==> src/design/bpac_pkg.sv <==
`default_nettype none

package bpac_pkg;

    typedef enum logic [2:0] {
        CMD_TICK    = 3'd0,
        CMD_PUSH    = 3'd1,
        CMD_REST    = 3'd2,
        CMD_RESTART = 3'd3,
        CMD_SAMPLE  = 3'd4
    } cmd_t;

    typedef enum logic [2:0] {
        REG_PUSH_SECONDS     = 3'd0,
        REG_MIN_PUSH_SECONDS = 3'd1,
        REG_PUSH_ANGLE       = 3'd2,
        REG_REST_ANGLE       = 3'd3,
        REG_ON_THRESHOLD     = 3'd4,
        REG_ON_WHEN_ABOVE    = 3'd5
    } reg_idx_t;

    typedef enum logic [1:0] {
        LED_OFF  = 2'd0,
        LED_ON   = 2'd1,
        LED_NONE = 2'd2
    } led_state_t;

    localparam int ADDR_W   = 5;
    localparam int DATA_W   = 32;
    localparam int SAMPLE_W = 12;
    localparam int HOLD_W   = 18;
    localparam int TIME_W   = 32;

    localparam logic [7:0]          PUSH_SECONDS_RST     = 8'd1;
    localparam logic [7:0]          MIN_PUSH_SECONDS_RST = 8'd1;
    localparam logic [7:0]          PUSH_ANGLE_RST       = 8'd90;
    localparam logic [7:0]          REST_ANGLE_RST       = 8'd0;
    localparam logic [SAMPLE_W-1:0] ON_THRESHOLD_RST     = 12'd2048;
    localparam logic                ON_WHEN_ABOVE_RST    = 1'b1;
    localparam logic [HOLD_W-1:0]   HOLD_RST             = 18'd1000;
    localparam logic [HOLD_W-1:0]   MS_PER_SECOND        = 18'd1000;

    typedef struct packed {
        logic [7:0]          push_seconds;
        logic [7:0]          min_push_seconds;
        logic [7:0]          push_angle;
        logic [7:0]          rest_angle;
        logic [SAMPLE_W-1:0] on_threshold;
        logic                on_when_above;
    } cfg_t;

    typedef struct packed {
        logic [7:0] servo_angle;
        logic       holding;
        logic       push_accepted;
        logic       restart_due;
    } press_status_t;

    typedef struct packed {
        logic power_on;
        logic led_changed;
    } led_status_t;

endpackage

`default_nettype wire

==> src/design/bpac_cfg_regs.sv <==
`default_nettype none

module bpac_cfg_regs
    import bpac_pkg::*;
(
    input  wire logic              clk,
    input  wire logic              rst_n,
    input  wire logic              psel,
    input  wire logic              penable,
    input  wire logic              pwrite,
    input  wire logic [ADDR_W-1:0] paddr,
    input  wire logic [DATA_W-1:0] pwdata,
    output logic      [DATA_W-1:0] prdata,
    output logic                   pready,
    output cfg_t                   cfg
);

    cfg_t     cfg_reg;
    cfg_t     cfg_next;
    reg_idx_t reg_idx;
    logic     wr_en;

    assign pready  = 1'b1;
    assign reg_idx = reg_idx_t'(paddr[4:2]);
    assign wr_en   = psel && penable && pwrite && pready;
    assign cfg     = cfg_reg;

    always_comb
    begin
        cfg_next = cfg_reg;
        if (wr_en)
        begin
            unique case (reg_idx)
                REG_PUSH_SECONDS:     cfg_next.push_seconds     = pwdata[7:0];
                REG_MIN_PUSH_SECONDS: cfg_next.min_push_seconds = pwdata[7:0];
                REG_PUSH_ANGLE:       cfg_next.push_angle       = pwdata[7:0];
                REG_REST_ANGLE:       cfg_next.rest_angle       = pwdata[7:0];
                REG_ON_THRESHOLD:     cfg_next.on_threshold     = pwdata[SAMPLE_W-1:0];
                REG_ON_WHEN_ABOVE:    cfg_next.on_when_above    = pwdata[0];
                default:              cfg_next = cfg_reg;
            endcase
        end
    end

    always_comb
    begin
        unique case (reg_idx)
            REG_PUSH_SECONDS:     prdata = {24'd0, cfg_reg.push_seconds};
            REG_MIN_PUSH_SECONDS: prdata = {24'd0, cfg_reg.min_push_seconds};
            REG_PUSH_ANGLE:       prdata = {24'd0, cfg_reg.push_angle};
            REG_REST_ANGLE:       prdata = {24'd0, cfg_reg.rest_angle};
            REG_ON_THRESHOLD:     prdata = {20'd0, cfg_reg.on_threshold};
            REG_ON_WHEN_ABOVE:    prdata = {31'd0, cfg_reg.on_when_above};
            default:              prdata = '0;
        endcase
    end

    always_ff @(posedge clk or negedge rst_n)
    begin
        if (!rst_n)
        begin
            cfg_reg.push_seconds     <= PUSH_SECONDS_RST;
            cfg_reg.min_push_seconds <= MIN_PUSH_SECONDS_RST;
            cfg_reg.push_angle       <= PUSH_ANGLE_RST;
            cfg_reg.rest_angle       <= REST_ANGLE_RST;
            cfg_reg.on_threshold     <= ON_THRESHOLD_RST;
            cfg_reg.on_when_above    <= ON_WHEN_ABOVE_RST;
        end
        else
        begin
            cfg_reg <= cfg_next;
        end
    end

endmodule

`default_nettype wire

==> src/design/bpac_press_ctrl.sv <==
`default_nettype none

module bpac_press_ctrl
    import bpac_pkg::*;
#(
    parameter int RESTART_DELAY_MS = 800
)
(
    input  wire logic  clk,
    input  wire logic  rst_n,
    input  wire logic  fire,
    input  wire cmd_t  cmd,
    input  wire cfg_t  cfg,
    output press_status_t status
);

    logic [TIME_W-1:0] time_reg, time_next;
    logic              push_pending_reg, push_pending_next;
    logic              rest_pending_reg, rest_pending_next;
    logic              press_active_reg, press_active_next;
    logic              release_armed_reg, release_armed_next;
    logic [TIME_W-1:0] press_start_reg, press_start_next;
    logic [HOLD_W-1:0] hold_reg, hold_next;
    logic [7:0]        angle_reg, angle_next;
    logic              restart_pending_reg, restart_pending_next;
    logic [TIME_W-1:0] deadline_reg, deadline_next;

    logic [7:0]        secs;
    logic [HOLD_W-1:0] hold_calc;
    logic [TIME_W-1:0] time_inc;
    logic [TIME_W-1:0] to_deadline;
    logic [TIME_W-1:0] elapsed;
    logic              start_press;
    logic              accepted;
    logic              due;

    assign secs      = (cfg.push_seconds < cfg.min_push_seconds) ? cfg.min_push_seconds
                                                                 : cfg.push_seconds;
    assign hold_calc = HOLD_W'({10'd0, secs} * MS_PER_SECOND);
    assign time_inc  = time_reg + TIME_W'(1);
    assign to_deadline = time_inc - deadline_reg;

    always_comb
    begin
        time_next            = time_reg;
        push_pending_next    = push_pending_reg;
        rest_pending_next    = rest_pending_reg;
        press_active_next    = press_active_reg;
        release_armed_next   = release_armed_reg;
        press_start_next     = press_start_reg;
        hold_next            = hold_reg;
        angle_next           = angle_reg;
        restart_pending_next = restart_pending_reg;
        deadline_next        = deadline_reg;
        start_press          = 1'b0;
        accepted             = 1'b0;
        due                  = 1'b0;
        elapsed              = '0;

        if (fire)
        begin
            case (cmd)
                CMD_TICK:
                begin
                    time_next = time_inc;
                    if (restart_pending_reg && !to_deadline[TIME_W-1])
                    begin
                        due                  = 1'b1;
                        restart_pending_next = 1'b0;
                    end
                    if (push_pending_reg && !press_active_reg)
                    begin
                        start_press        = 1'b1;
                        push_pending_next  = 1'b0;
                        press_active_next  = 1'b1;
                        hold_next          = hold_calc;
                        angle_next         = cfg.push_angle;
                        release_armed_next = 1'b1;
                        press_start_next   = time_inc;
                    end
                    else if (rest_pending_reg && !press_active_reg)
                    begin
                        rest_pending_next = 1'b0;
                        angle_next        = cfg.rest_angle;
                    end
                    // a press started on this tick has zero elapsed time
                    elapsed = start_press ? '0 : (time_inc - press_start_reg);
                    if (release_armed_next && (elapsed >= {14'd0, hold_next}))
                    begin
                        angle_next         = cfg.rest_angle;
                        press_active_next  = 1'b0;
                        release_armed_next = 1'b0;
                    end
                end
                CMD_PUSH:
                begin
                    if (!press_active_reg && !push_pending_reg)
                    begin
                        push_pending_next = 1'b1;
                        accepted          = 1'b1;
                    end
                end
                CMD_REST:
                begin
                    rest_pending_next = 1'b1;
                end
                CMD_RESTART:
                begin
                    if (!restart_pending_reg)
                    begin
                        restart_pending_next = 1'b1;
                        deadline_next        = time_reg + TIME_W'(RESTART_DELAY_MS);
                    end
                end
                default:
                begin
                end
            endcase
        end

        status.servo_angle   = angle_next;
        status.holding       = press_active_next;
        status.push_accepted = accepted;
        status.restart_due   = due;
    end

    always_ff @(posedge clk or negedge rst_n)
    begin
        if (!rst_n)
        begin
            time_reg            <= '0;
            push_pending_reg    <= 1'b0;
            rest_pending_reg    <= 1'b0;
            press_active_reg    <= 1'b0;
            release_armed_reg   <= 1'b0;
            press_start_reg     <= '0;
            hold_reg            <= HOLD_RST;
            angle_reg           <= REST_ANGLE_RST;
            restart_pending_reg <= 1'b0;
            deadline_reg        <= '0;
        end
        else
        begin
            time_reg            <= time_next;
            push_pending_reg    <= push_pending_next;
            rest_pending_reg    <= rest_pending_next;
            press_active_reg    <= press_active_next;
            release_armed_reg   <= release_armed_next;
            press_start_reg     <= press_start_next;
            hold_reg            <= hold_next;
            angle_reg           <= angle_next;
            restart_pending_reg <= restart_pending_next;
            deadline_reg        <= deadline_next;
        end
    end

endmodule

`default_nettype wire

==> src/design/bpac_led_qual.sv <==
`default_nettype none

module bpac_led_qual
    import bpac_pkg::*;
#(
    parameter int QUALIFY_SAMPLES = 3
)
(
    input  wire logic                clk,
    input  wire logic                rst_n,
    input  wire logic                fire,
    input  wire cmd_t                cmd,
    input  wire logic [SAMPLE_W-1:0] sample,
    input  wire cfg_t                cfg,
    output led_status_t              status
);

    localparam int CNT_W = $clog2(QUALIFY_SAMPLES + 1);

    led_state_t       cand_reg, cand_next;
    led_state_t       qual_reg, qual_next;
    logic [CNT_W-1:0] count_reg, count_next;
    led_state_t       cls;
    logic             changed;

    always_comb
    begin
        if (cfg.on_when_above)
            cls = (sample >= cfg.on_threshold) ? LED_ON : LED_OFF;
        else
            cls = (sample <= cfg.on_threshold) ? LED_ON : LED_OFF;
    end

    always_comb
    begin
        cand_next  = cand_reg;
        qual_next  = qual_reg;
        count_next = count_reg;
        changed    = 1'b0;
        if (fire && (cmd == CMD_SAMPLE))
        begin
            if (cls != cand_reg)
            begin
                cand_next  = cls;
                count_next = CNT_W'(1);
            end
            else if (count_reg < CNT_W'(QUALIFY_SAMPLES))
            begin
                count_next = count_reg + CNT_W'(1);
            end
            if ((count_next >= CNT_W'(QUALIFY_SAMPLES)) && (cand_next != qual_reg))
            begin
                qual_next = cand_next;
                changed   = 1'b1;
            end
        end
        status.power_on    = (qual_next == LED_ON);
        status.led_changed = changed;
    end

    always_ff @(posedge clk or negedge rst_n)
    begin
        if (!rst_n)
        begin
            cand_reg  <= LED_NONE;
            qual_reg  <= LED_NONE;
            count_reg <= '0;
        end
        else
        begin
            cand_reg  <= cand_next;
            qual_reg  <= qual_next;
            count_reg <= count_next;
        end
    end

endmodule

`default_nettype wire

==> src/design/button_press_actuator_controller.sv <==
// Servo power-button presser with power-LED watcher.
// Input stream (s_*): one command per transfer, kind in s_tuser (0 tick of 1 ms,
// 1 push, 2 rest, 3 restart, 4 sensor sample), the 12-bit sample in s_tdata.
// Output stream (m_*): exactly one status transfer per input transfer, in order:
// servo angle, holding, power on, push accepted, restart due, LED changed.
// Configuration via the APB port: hold seconds, minimum hold, push and rest
// angles, LED threshold and polarity; write only while the streams are idle.
// Pipeline: an input transfer enters the input register, then its result the result
// register, which drives m_*. Throughput: one item per cycle while m_tready is not
// held low; all state is updated as the item moves from the input register to the
// result register.
// Reset: asynchronous, active low; servo at rest angle 0, no press queued,
// clock 0, LED state unknown, registers at their defaults.
// Stall: a result waiting on m_tready holds; one more item is still taken into
// the input register, after which s_tready drops until the result is taken.
`default_nettype none

module button_press_actuator_controller
    import bpac_pkg::*;
#(
    parameter int QUALIFY_SAMPLES  = 3,
    parameter int RESTART_DELAY_MS = 800
)
(
    input  wire logic              clk,
    input  wire logic              rst_n,
    input  wire logic              s_tvalid,
    output logic                   s_tready,
    input  wire logic [15:0]       s_tdata,   // [11:0] sensor_sample
    input  wire logic [2:0]        s_tuser,   // [2:0] command
    output logic                   m_tvalid,
    input  wire logic              m_tready,
    output logic      [15:0]       m_tdata,   // [7:0] servo_angle, [8] holding,
                                              // [9] power_on, [10] push_accepted,
                                              // [11] restart_due, [12] led_changed
    input  wire logic              psel,
    input  wire logic              penable,
    input  wire logic              pwrite,
    input  wire logic [ADDR_W-1:0] paddr,
    input  wire logic [DATA_W-1:0] pwdata,
    output logic      [DATA_W-1:0] prdata,
    output logic                   pready
);

    cfg_t                cfg;
    press_status_t       press_st;
    led_status_t         led_st;

    logic                in_valid_reg;
    cmd_t                in_cmd_reg;
    logic [SAMPLE_W-1:0] in_sample_reg;
    logic                out_valid_reg;
    logic [15:0]         out_data_reg;
    logic                advance;
    logic                fire;

    assign advance  = !out_valid_reg || m_tready;
    assign s_tready = !in_valid_reg || advance;
    assign fire     = in_valid_reg && advance;
    assign m_tvalid = out_valid_reg;
    assign m_tdata  = out_data_reg;

    bpac_cfg_regs u_cfg
    (
        .clk     (clk),
        .rst_n   (rst_n),
        .psel    (psel),
        .penable (penable),
        .pwrite  (pwrite),
        .paddr   (paddr),
        .pwdata  (pwdata),
        .prdata  (prdata),
        .pready  (pready),
        .cfg     (cfg)
    );

    bpac_press_ctrl #(
        .RESTART_DELAY_MS (RESTART_DELAY_MS)
    ) u_press
    (
        .clk    (clk),
        .rst_n  (rst_n),
        .fire   (fire),
        .cmd    (in_cmd_reg),
        .cfg    (cfg),
        .status (press_st)
    );

    bpac_led_qual #(
        .QUALIFY_SAMPLES (QUALIFY_SAMPLES)
    ) u_led
    (
        .clk    (clk),
        .rst_n  (rst_n),
        .fire   (fire),
        .cmd    (in_cmd_reg),
        .sample (in_sample_reg),
        .cfg    (cfg),
        .status (led_st)
    );

    always_ff @(posedge clk or negedge rst_n)
    begin
        if (!rst_n)
        begin
            in_valid_reg  <= 1'b0;
            out_valid_reg <= 1'b0;
        end
        else
        begin
            if (s_tready)
                in_valid_reg <= s_tvalid;
            if (advance)
                out_valid_reg <= in_valid_reg;
        end
    end

    always_ff @(posedge clk)
    begin
        if (s_tready && s_tvalid)
        begin
            in_cmd_reg    <= cmd_t'(s_tuser);
            in_sample_reg <= s_tdata[SAMPLE_W-1:0];
        end
        if (fire)
        begin
            out_data_reg <= {3'd0, led_st.led_changed, press_st.restart_due,
                             press_st.push_accepted, led_st.power_on,
                             press_st.holding, press_st.servo_angle};
        end
    end

    // accepted push only while no press is running
    assert property (@(posedge clk) disable iff (!rst_n)
        out_valid_reg && out_data_reg[10] |-> !out_data_reg[8])
        else $error("push accepted while holding");

    assert property (@(posedge clk) disable iff (!rst_n)
        fire && (in_cmd_reg != CMD_TICK) |=> !out_data_reg[11])
        else $error("restart due outside a tick");

    assert property (@(posedge clk) disable iff (!rst_n)
        fire && (in_cmd_reg != CMD_SAMPLE) |=> !out_data_reg[12])
        else $error("led change outside a sample");

    assert property (@(posedge clk) disable iff (!rst_n)
        !s_tready |-> in_valid_reg && out_valid_reg && !m_tready)
        else $error("input stalled without a full pipeline");

endmodule

`default_nettype wire

==> config.mk <==
export PLATFORM = sky130hd
export DESIGN_NAME = button_press_actuator_controller
export DESIGN_NICKNAME = d
export VERILOG_FILES = /design/src/design/bpac_pkg.sv /design/src/design/bpac_cfg_regs.sv /design/src/design/bpac_press_ctrl.sv /design/src/design/bpac_led_qual.sv /design/src/design/button_press_actuator_controller.sv
export SDC_FILE = /design/constraint.sdc
export NUM_CORES = 1
export LEC_CHECK = 0
export BUFFER_PORTS_ARGS = -buffer_cell sky130_fd_sc_hd__buf_2
export CORE_ASPECT_RATIO = 1.5
export CORE_UTILIZATION = 30
export CTS_CLUSTER_DIAMETER = 50
export DETAILED_ROUTE_END_ITERATION = 8
export PLACE_DENSITY = 0.55
export SLEW_MARGIN = 0
export SYNTH_ARGS = -nofsm -noshare
export SYNTH_HDL_FRONTEND = slang
export SYNTH_SLANG_ARGS = --single-unit
==> constraint.sdc <==
create_clock -name clk -period 13.2 [get_ports clk]
set_input_delay 0.66 -clock clk [delete_from_list [all_inputs] [get_ports clk]]
set_output_delay 0.66 -clock clk [all_outputs]
set_load 0.01 [all_outputs]
==> results.md, run 1 <==
- Status: finished, final reports clean
- Critical path launch point type: register
- Max-cap violations: 0
- Worst min-delay path class: in2async
- Hold Slack: 0.0747 ns
- Critical path type: reg2reg
- Final setup viols: 0
- CP Data Required Time: 13.52 ns
- Post-CTS Hold Buffers: 0
- Critical-path maximum fanout: 21
- Top Family by Delay on Critical Path: compound AO/OA/AOI/OAI gates
- First-pass GRT wire length: 61,000 µm
- DR WL/cell: 16.1 µm
- Max clock buf depth: 3
- I/O pins: 114
- R2r endpoint: m_tdata[6]
- Dpl ws: 3.50 ns
- Layout Cells excl Fill: 2,362
- Footprint of the multi-input gates: 8650 µm²
- Total chip power: 4.49 mW
- DIE AREA: 50,700 µm²
- Die Y: 275 µm
- Fin worst setup slack: 3.57 ns
- Fraction of layout cells with a size suffix above 1: 0.135
- Unique masters post-synth: 87
- Synthesis-to-layout area growth: 13.2%
- Fin. max-slew vios: 0
- PortBufs: 63
- Clock power share: 0.198
- GP Congestion: 0.890
- Slew HR: 0.325
- Initial antenna violation count: 0
- Switching portion of total power: 0.426
- R2r startpoint: u_cfg.cfg[30]
- Worst skew pair latency: 0.58 ns
- Antenna-violating nets left: 0
- Yosys Warn Count: 0
- Via Count: 11,400
- Crit-path slowest cell: a2111oi_0
- Core area: 48,900 µm²
- Synth Cell Area: 14,900 µm²
- Row count: 99
- #FFs+latches synth: 208
- Synth cell count leaders: 189 x nand2_1, 164 x dfrtp_1, 139 x ha_1, 129 x inv_1, 125 x o21ai_0
- Chip Width: 184 µm
- Post-CTS setup buffer count: 0
- Max FFs per register: 45
- Switch Pwr: 1.91 mW
- Crit path buffers/inverters: 7
- Final nets: 1,902
- Cell with the most instances after synthesis: nand2_1
- Storage cell area: 5370 µm²
- Synth top area share: 0.275
- Number of global-route vias before repair: 11,400
- Antenna fix cells: 0
- Syn avg cell area: 9.08 µm²
- Power Density: 266 nW/µm²
- Fmax: 104 MHz
- Minimum clock period: 9.63 ns
- Detailed placer's ending HPWL: 28,600 µm
- EDFF count, synth: 28
- GRT Overall Usage: 0.152
- Final instance area: 16,900 µm²
- Fillers: 5,013
- Cell Int Power: 2.58 mW
- Starting Density: 0.305
- DRT iter0 DRCs: 493
- R2R depth: 41
- Setup tns final: 0 ns
- Max incr delay on CP: 0.53 ns
- CTS root buffer: clkbuf_16
- Placed insts: 2,304
- Critical path capture point type: register
- Clock Skew: 0.0162 ns
- Crit-path most repeated cell: a21o_1
- Clock Pin Slew Worst Setup and Hold Paths: 0.06 ns
- VDD IR max: 0.229 mV
- Period utilisation layout: 0.729
- Hold Vio Cnt, Final: 0
- Cell taking the most area after synthesis: dfrtp_1
- DRC viols: 0
- Vias per Instance: 4.85
- CP arrival: 9.95 ns
- Async SR Flop Fraction: 0.865
- GRT Residual Overflow: 0
- H-Tree Depth: 1
- Reg-to-reg slack, setup: 3.57 ns
- Leak: 7.99 nW
- Ranking of synthesized cells by area: dfrtp_1 27%, ha_1 12%, edfxtp_1 5.6%, nand2_1 4.7%, xnor2_1 4.4%
- Final Util: 0.346
- Post-synthesis sequential area ratio: 0.359
- Top_reg_cell synth: dfrtp_1
- Reg power frac: 0.206
- DRT Pass-1 Iters: 5
- Post-DP Area: 15,800 µm²
- Least-Margin Pin Slew: 1.01 ns
- Largest net degree at the start of global routing: 72
- Post-Synthesis Cells: 1,645
- CTS tree: done
- CTS resizes: 0
- Detailed-route wire length: 37,900 µm
- RSZ-0062 raised after global routing: no
- Sink Count: 208
- Power share of the combinational group: 0.596
- Total CTS buffers: 31
worst reg2reg max path: cells and delay by family, from the launching register on:
family                   cells  cell delay [ns]
AO/OA/AOI/OAI               18             3.43
adder cells (fa/ha/maj)      8             2.89
buffers and inverters        7             0.96
AND/OR/NAND/NOR              4             0.80
multiplexers                 2             0.49
flip-flops                   1             0.45
XOR/XNOR                     2             0.35
metal layers:
metal  vias to the layer above  routed length [µm]  track usage
met3                        83                1200       0.0197
met5                         -                   0            0
met2                       216               20000        0.288
met4                         0                1640       0.0704
li1                       5680                   -            -
met1                      5467               15100        0.167
cells by family (layout without fill, tap and decap cells):
kind of cell,Yosys count,in the layout,synth area share
muxes,65,65,0.0462
and+or+nand+nor,483,483,0.152
xor gates and xnor gates,128,128,0.0750
buffers and inverters,231,270,0.0691
AOI/OAI and AO/OA,370,370,0.156
other,2,24,0.000503
adders and majority gates,158,158,0.142
DFF,208,208,0.359
final cells by class:
| cell class | count | share of cell area |
|---|---|---|
| clock inverters | 18 | 0.0166 |
| repair buffers | 83 | 0.0280 |
| multi-input cells | 1228 | 0.512 |
| flip-flops and latches | 208 | 0.317 |
| clock buffers | 40 | 0.0491 |
| inverters | 129 | 0.0286 |
| well taps | 656 | 0.0485 |
cells in the final DEF (no fill, tap or decap), drive strengths merged, types with 5 or more instances in the layout:
cell	instances
edfxtp	28
a21oi	87
and2	12
buf	82
or2	10
nand4	25
mux2	31
and3	14
clkbuf	41
nor2	121
ha	139
conb	24
dfstp	16
o21bai	8
nor3b	5
bufinv	6
xor2	53
nor3	17
o21a	11
nand2b	17
a21o	41
o22ai	6
inv	136
a22oi	16
nor4	5
nand2	189
o21ai	135
mux2i	34
fa	19
nor2b	26
a31oi	9
o211ai	6
dfrtp	164
xnor2	75
o31a	13
nand3	28
power groups by stage:
stage                     Clock [mW]  Combinational [mW]  Sequential (mW)
after floorplan                    0                2.19            0.890
after global placement             0                2.66            0.933
after detailed placement           0                2.69            0.938
after CTS                      0.912                2.72            0.928
after global routing           0.938                3.07            0.947
final                          0.891                2.68            0.927
how the worst max path moves through the flow:
stage | startpoint | end | slack [ns] | cells after the start
global route | u_cfg.cfg[30] | m_tdata[6] | 2.83 | 36
CTS | u_cfg.cfg[30] | m_tdata[6] | 3.44 | 37
floorplan | u_cfg.cfg[30] | m_tdata[7] | 4.63 | 41
finish | u_cfg.cfg[30] | m_tdata[6] | 3.57 | 41
global placement | u_cfg.cfg[30] | m_tdata[7] | 3.51 | 37
detailed placement | u_cfg.cfg[30] | m_tdata[6] | 3.50 | 41
Power figures use the tool's default switching activity.
==> inputs of run 2 (changes only) <==
PLACE_DENSITY = 0.56   (was 0.55)
clock period = 8.5 ns   (was 13.2 ns; I/O delays follow)
==> run 2 against run 1 <==
The flow now finishes with violations (negative hold slack). Worst hold slack worse by 0.13 ns. Critical path depth is 4 lower. Utilization is 1.4 points higher. First-iteration DRC count is 0.81% higher. Flip-flop and latch count stayed put. Clock skew is 0.0066 ns higher. Via count is 1.3% higher. Sequential power is 54% higher. Total power is 81% higher. Combinational power is 96% higher. Die area stayed put. Non-clock buffer count is 37 higher. Critical path type unchanged. Largest cell class unchanged.
==> results.md, run 2 (synthesis gave the netlist of run 1 again) <==
- Power Density: 462 nW/µm²
- Period utilisation layout: 0.971
- Starting Density: 0.305
- Worst min-delay path class: in2async
- CTS tree: done
- DRC viols: 0
- Slew HR: 0.291
- Hold Vio Cnt, Final: 12
- Row count: 99
- Minimum clock period: 8.25 ns
- Fraction of layout cells with a size suffix above 1: 0.175
- CP arrival: 8.53 ns
- Largest net degree at the start of global routing: 102
- GRT Overall Usage: 0.158
- Final Util: 0.360
- PortBufs: 63
- Critical path launch point type: register
- First-pass GRT wire length: 63,000 µm
- GP Congestion: 0.846
- Clock Pin Slew Worst Setup and Hold Paths: 0.05 ns
- Core area: 48,900 µm²
- Max-cap violations: 0
- Vias per Instance: 4.83
- Antenna fix cells: 0
- Crit-path slowest cell: fa_1
- Final nets: 1,942
- I/O pins: 114
- Final setup viols: 0
- CTS root buffer: clkbuf_16
- Synthesis-to-layout area growth: 17.8%
- Critical-path maximum fanout: 5
- Fin worst setup slack: 0.250 ns
- Critical path type: reg2reg
- RSZ-0062 raised after global routing: yes
- Sink Count: 208
- DIE AREA: 50,700 µm²
- Most frequent cells in the layout: 189 x nand2_1, 164 x dfrtp_1, 131 x ha_1
- DR WL/cell: 16.3 µm
- Clock Skew: 0.0229 ns
- Detailed placer's ending HPWL: 28,600 µm
- Die Y: 275 µm
- Antenna-violating nets left: 0
- H-Tree Depth: 2
- GRT Residual Overflow: 0
- Initial antenna violation count: 0
- Max clock buf depth: 3
- Setup tns final: 0 ns
- Commonest non-fill, non-tap cell in the layout: nand2_1
- Max FFs per register: 45
- Fin. max-slew vios: 0
- Critical path capture point type: register
- Hold Slack: -0.0510 ns
- DRT iter0 DRCs: 497
- Chip Width: 184 µm
- Max incr delay on CP: 0.54 ns
- Worst skew pair latency: 0.53 ns
- VDD IR max: 0.404 mV
- Leak: 8.28 nW
- Failing checks: negative hold slack
- Status: finished with violations
- Number of global-route vias before repair: 11,900
- Detailed-route wire length: 39,100 µm
- Via Count: 11,600
- Fmax: 121 MHz
- Least-Margin Pin Slew: 1.06 ns
- Dpl ws: -0.257 ns
- Crit-path most repeated cell: a21o_1
- CP Data Required Time: 8.78 ns
- DRT Pass-1 Iters: 5
- Total CTS buffers: 34
## run 2: changes by cell type in the layout (fill, tap and decap cells not counted), sizes merged
cell and delta:
buf +36, bufinv -1, clkbuf +3, clkinv +3, clkinvlp -1, inv -1
## run 2: routing by layer
| layer | up-vias | part of all wire | track usage | wire [µm] |
|---|---|---|---|---|
| met2 | 208 | 0.52 | 0.290 | 20400 |
| li1 | 5764 | - | - | - |
| met5 | - | 0 | 0 | 0 |
| met3 | 81 | 0.032 | 0.0240 | 1250 |
| met4 | 0 | 0.044 | 0.0724 | 1710 |
| met1 | 5539 | 0.40 | 0.179 | 15700 |
## run 2: area by class of cell
type	count	area [µm²]
clock inverter	18	249
clock buffer	42	941
inverter	129	487
fill	4968	31300
timing repair buffer	120	817
multi-input combinational	1228	8920
sequential	208	5370
tap	656	821
## run 2: worst paths after layout
path                                     start                           to  slack [ns]  depth (start not counted)
setup / recovery                 u_cfg.cfg[30]                   m_tdata[0]        0.25                         37
hold / removal                           rst_n  u_press.press_start_reg[28]       -0.05                          1
setup reg to reg                 u_cfg.cfg[30]                   m_tdata[0]        0.25                         37
hold reg to reg            u_press.hold_reg[9]          u_press.hold_reg[9]        0.46                          2
max in group asynchronous                rst_n         u_press.time_reg[11]        6.84                          2
min in group clk                    s_tuser[2]                in_cmd_reg[2]        0.07                          1
## run 2: critical path, delay by kind of cell (launching register included)
| family | cells | cell delay [ns] |
|---|---|---|
| AO/OA/AOI/OAI | 17 | 2.98 |
| XOR/XNOR | 1 | 0.13 |
| adder cells (fa/ha/maj) | 7 | 2.72 |
| buffers and inverters | 6 | 0.66 |
| flip-flops | 1 | 0.38 |
| multiplexers | 2 | 0.45 |
| AND/OR/NAND/NOR | 4 | 0.66 |
## run 2: repair_timing
action,in CTS,in global routing
gates resized for setup,13,40
hold buffers,0,0
gates cloned,1,1
setup buffers,4,1
setup endpoints to repair,19,19
hold endpoints to repair,0,0
pin swaps,9,36
## run 2: stage by stage
| step | instances | power [mW] | area [µm²] |
|---|---|---|---|
| after floorplan | 1667 | 4.78 | 15000 |
| after global placement | 2334 | 5.90 | 16000 |
| after detailed placement | 2334 | 5.97 | 16000 |
| after CTS | 2399 | 7.69 | 17400 |
| after global routing | 2401 | 8.93 | 17600 |
| final | 2401 | 8.13 | 17600 |
## run 2: power by group
group / internal [mW] / switching, mW
clock: 0.942 / 0.520
combinational: 2.55 / 2.69
sequential: 1.27 / 0.166
total: 4.75 / 3.38
==> inputs of run 3 (changes only) <==
CELL_PAD_IN_SITES_DETAIL_PLACEMENT = 1   (was default)
CELL_PAD_IN_SITES_GLOBAL_PLACEMENT = 2   (was default)
PLACE_DENSITY = 0.77   (was 0.56)
==> run 3 against run 2 <==
The flow now finishes without violations. Clock skew down 0.0079 ns. Worst setup slack worse by 0.012 ns. Largest power group unchanged. Final cell count up 0.37%. Sequential share of layout area up 0.16 points. Total power up 0.64%. Sequential power about the same.
==> results.md, run 3 (synthesis gave the netlist of run 1 again) <==
- Status: finished, final reports clean
- Least-Margin Pin Slew: 0.976 ns
- Clock Pin Slew Worst Setup and Hold Paths: 0.06 ns
- Power Density: 467 nW/µm²
- Critical path capture point type: register
- I/O pins: 114
- R2R depth: 41
- CP arrival: 8.58 ns
- Hold Vio Cnt, Final: 0
- Row count: 99
- M3 GR Usage: 0.0234
- Via Count: 12,000
- DR WL/cell: 18.1 µm
- Setup tns final: 0 ns
- Slew HR: 0.350
- CTS root buffer: clkbuf_16
- Critical path launch point type: register
- Detailed-route wire length: 43,700 µm
- Antenna-violating nets left: 0
- Fmax: 121 MHz
- H-Tree Depth: 1
- Core area: 48,900 µm²
- Worst skew pair latency: 0.58 ns
- DRT Pass-1 Iters: 4
- GRT Overall Usage: 0.175
- CTS tree: done
- Period utilisation layout: 0.972
- M2 GR Usage: 0.340
- Fraction of layout cells with a size suffix above 1: 0.176
- Detailed placer's ending HPWL: 32,800 µm
- DIE AREA: 50,700 µm²
- Worst min-delay path class: in2reg
- Synthesis-to-layout area growth: 17.2%
- Critical-path maximum fanout: 4
- RSZ-0062 raised after global routing: yes
- Max clock buf depth: 3
- Fin. max-slew vios: 0
- Final Util: 0.358
- GRT busiest layer: met2
- GP Congestion: 0.864
- Leak: 8.23 nW
- Crit-path most repeated cell: a21o_1
- Largest net degree at the start of global routing: 72
- Number of global-route vias before repair: 12,900
- First-pass GRT wire length: 69,800 µm
- Vias per Instance: 4.96
- Reg-to-reg slack, setup: 0.24 ns
- VDD IR max: 0.379 mV
- Crit-path slowest cell: fa_1
- Critical path type: reg2reg
- Antenna fix cells: 0
- Clock Skew: 0.0150 ns
- Max FFs per register: 45
- PortBufs: 63
- Final nets: 1,951
- Chip Width: 184 µm
- Starting Density: 0.305
- DRT iter0 DRCs: 435
- Max-cap violations: 0
- Total CTS buffers: 30
- Final setup viols: 0
- GRT Residual Overflow: 0
- Sink Count: 208
- Minimum clock period: 8.26 ns
- Total chip power: 8.18 mW
- Initial antenna violation count: 0
- Die Y: 275 µm
- Commonest non-fill, non-tap cell in the layout: nand2_1
- Max incr delay on CP: 0.51 ns
- Most frequent cells in the layout: 189 x nand2_1, 164 x dfrtp_1, 132 x ha_1
- DRC viols: 0
- Min-Delay Path Depth: 1
- CP Data Required Time: 8.82 ns
- Met1 usage: 0.186
==> run 3: cell types whose count changed in the layout (fill, tap and decap cells not counted), moves of 2 or more <==
cell	change
clkbuf_16	-3
ha_4	-2
inv_2	-3
clkinvlp_4	+2
clkbuf_1	+2
bufinv_16	-4
inv_6	-2
clkinv_4	+2
buf_4	+12
inv_1	+3
clkbuf_8	-2
==> run 3: layout make-up <==
class                      instances  area (µm²)
inverter                         129         487
clock inverter                    17         136
timing repair buffer             133         913
multi-input combinational       1228        8940
tap                              656         821
fill                            5722       31400
clock buffer                      39         846
sequential                       208        5370
==> run 3: timing repair <==
item	CTS	global route
gates resized for setup	14	39
gates cloned	1	1
hold buffers	1	0
setup buffers	6	5
pin swaps	14	37
endpoints found under the setup margin	19	19
endpoints found under the hold margin	41	0
==> run 3: path summary, 6_finish.rpt <==
path | startpoint | end
max in group asynchronous | rst_n | u_led.count_reg[0]
min | s_tdata[2] | in_sample_reg[2]
max reg2reg | u_cfg.cfg[30] | m_tdata[0]
min reg2reg | u_press.hold_reg[9] | u_press.hold_reg[9]
max | u_cfg.cfg[30] | m_tdata[0]
min in group asynchronous | rst_n | u_press.press_start_reg[22]
==> run 3: metal layers <==
| layer | wire, µm | vias up | part of all wire |
|---|---|---|---|
| li1 | - | 5766 | - |
| met1 | 16800 | 5954 | 0.38 |
| met2 | 23800 | 169 | 0.55 |
| met3 | 1240 | 75 | 0.028 |
| met4 | 1820 | 0 | 0.042 |
| met5 | 0 | - | 0 |
==> run 3: critical path, delay by kind of cell (launching register included) <==
| family | cells | cell delay, ns |
|---|---|---|
| AOI/OAI and AO/OA | 18 | 2.95 |
| adders and majority gates | 8 | 2.61 |
| buffers and inverters | 7 | 0.67 |
| and+or+nand+nor | 4 | 0.64 |
| DFF | 1 | 0.39 |
| muxes | 2 | 0.37 |
| xor gates and xnor gates | 2 | 0.36 |
==> run 3: report_power, final <==
part | total, mW | internal [mW] | switching, mW
Sequential | 1.42 | 1.27 | 0.156
Combinational | 5.52 | 2.65 | 2.87
Clock | 1.24 | 0.733 | 0.505
==> run 3: through the flow <==
stage	hold WS [ns]	setup slack [ns]	instances	instance area, µm²
detailed placement	0.423	-0.314	2340	16100
floorplan	0.129	0.0858	1667	15000
global placement	0.414	-0.116	2340	16100
finish	0.0250	0.238	2410	17500
global route	0.0133	-0.131	2410	17500
CTS	0.00166	0.0159	2404	17200
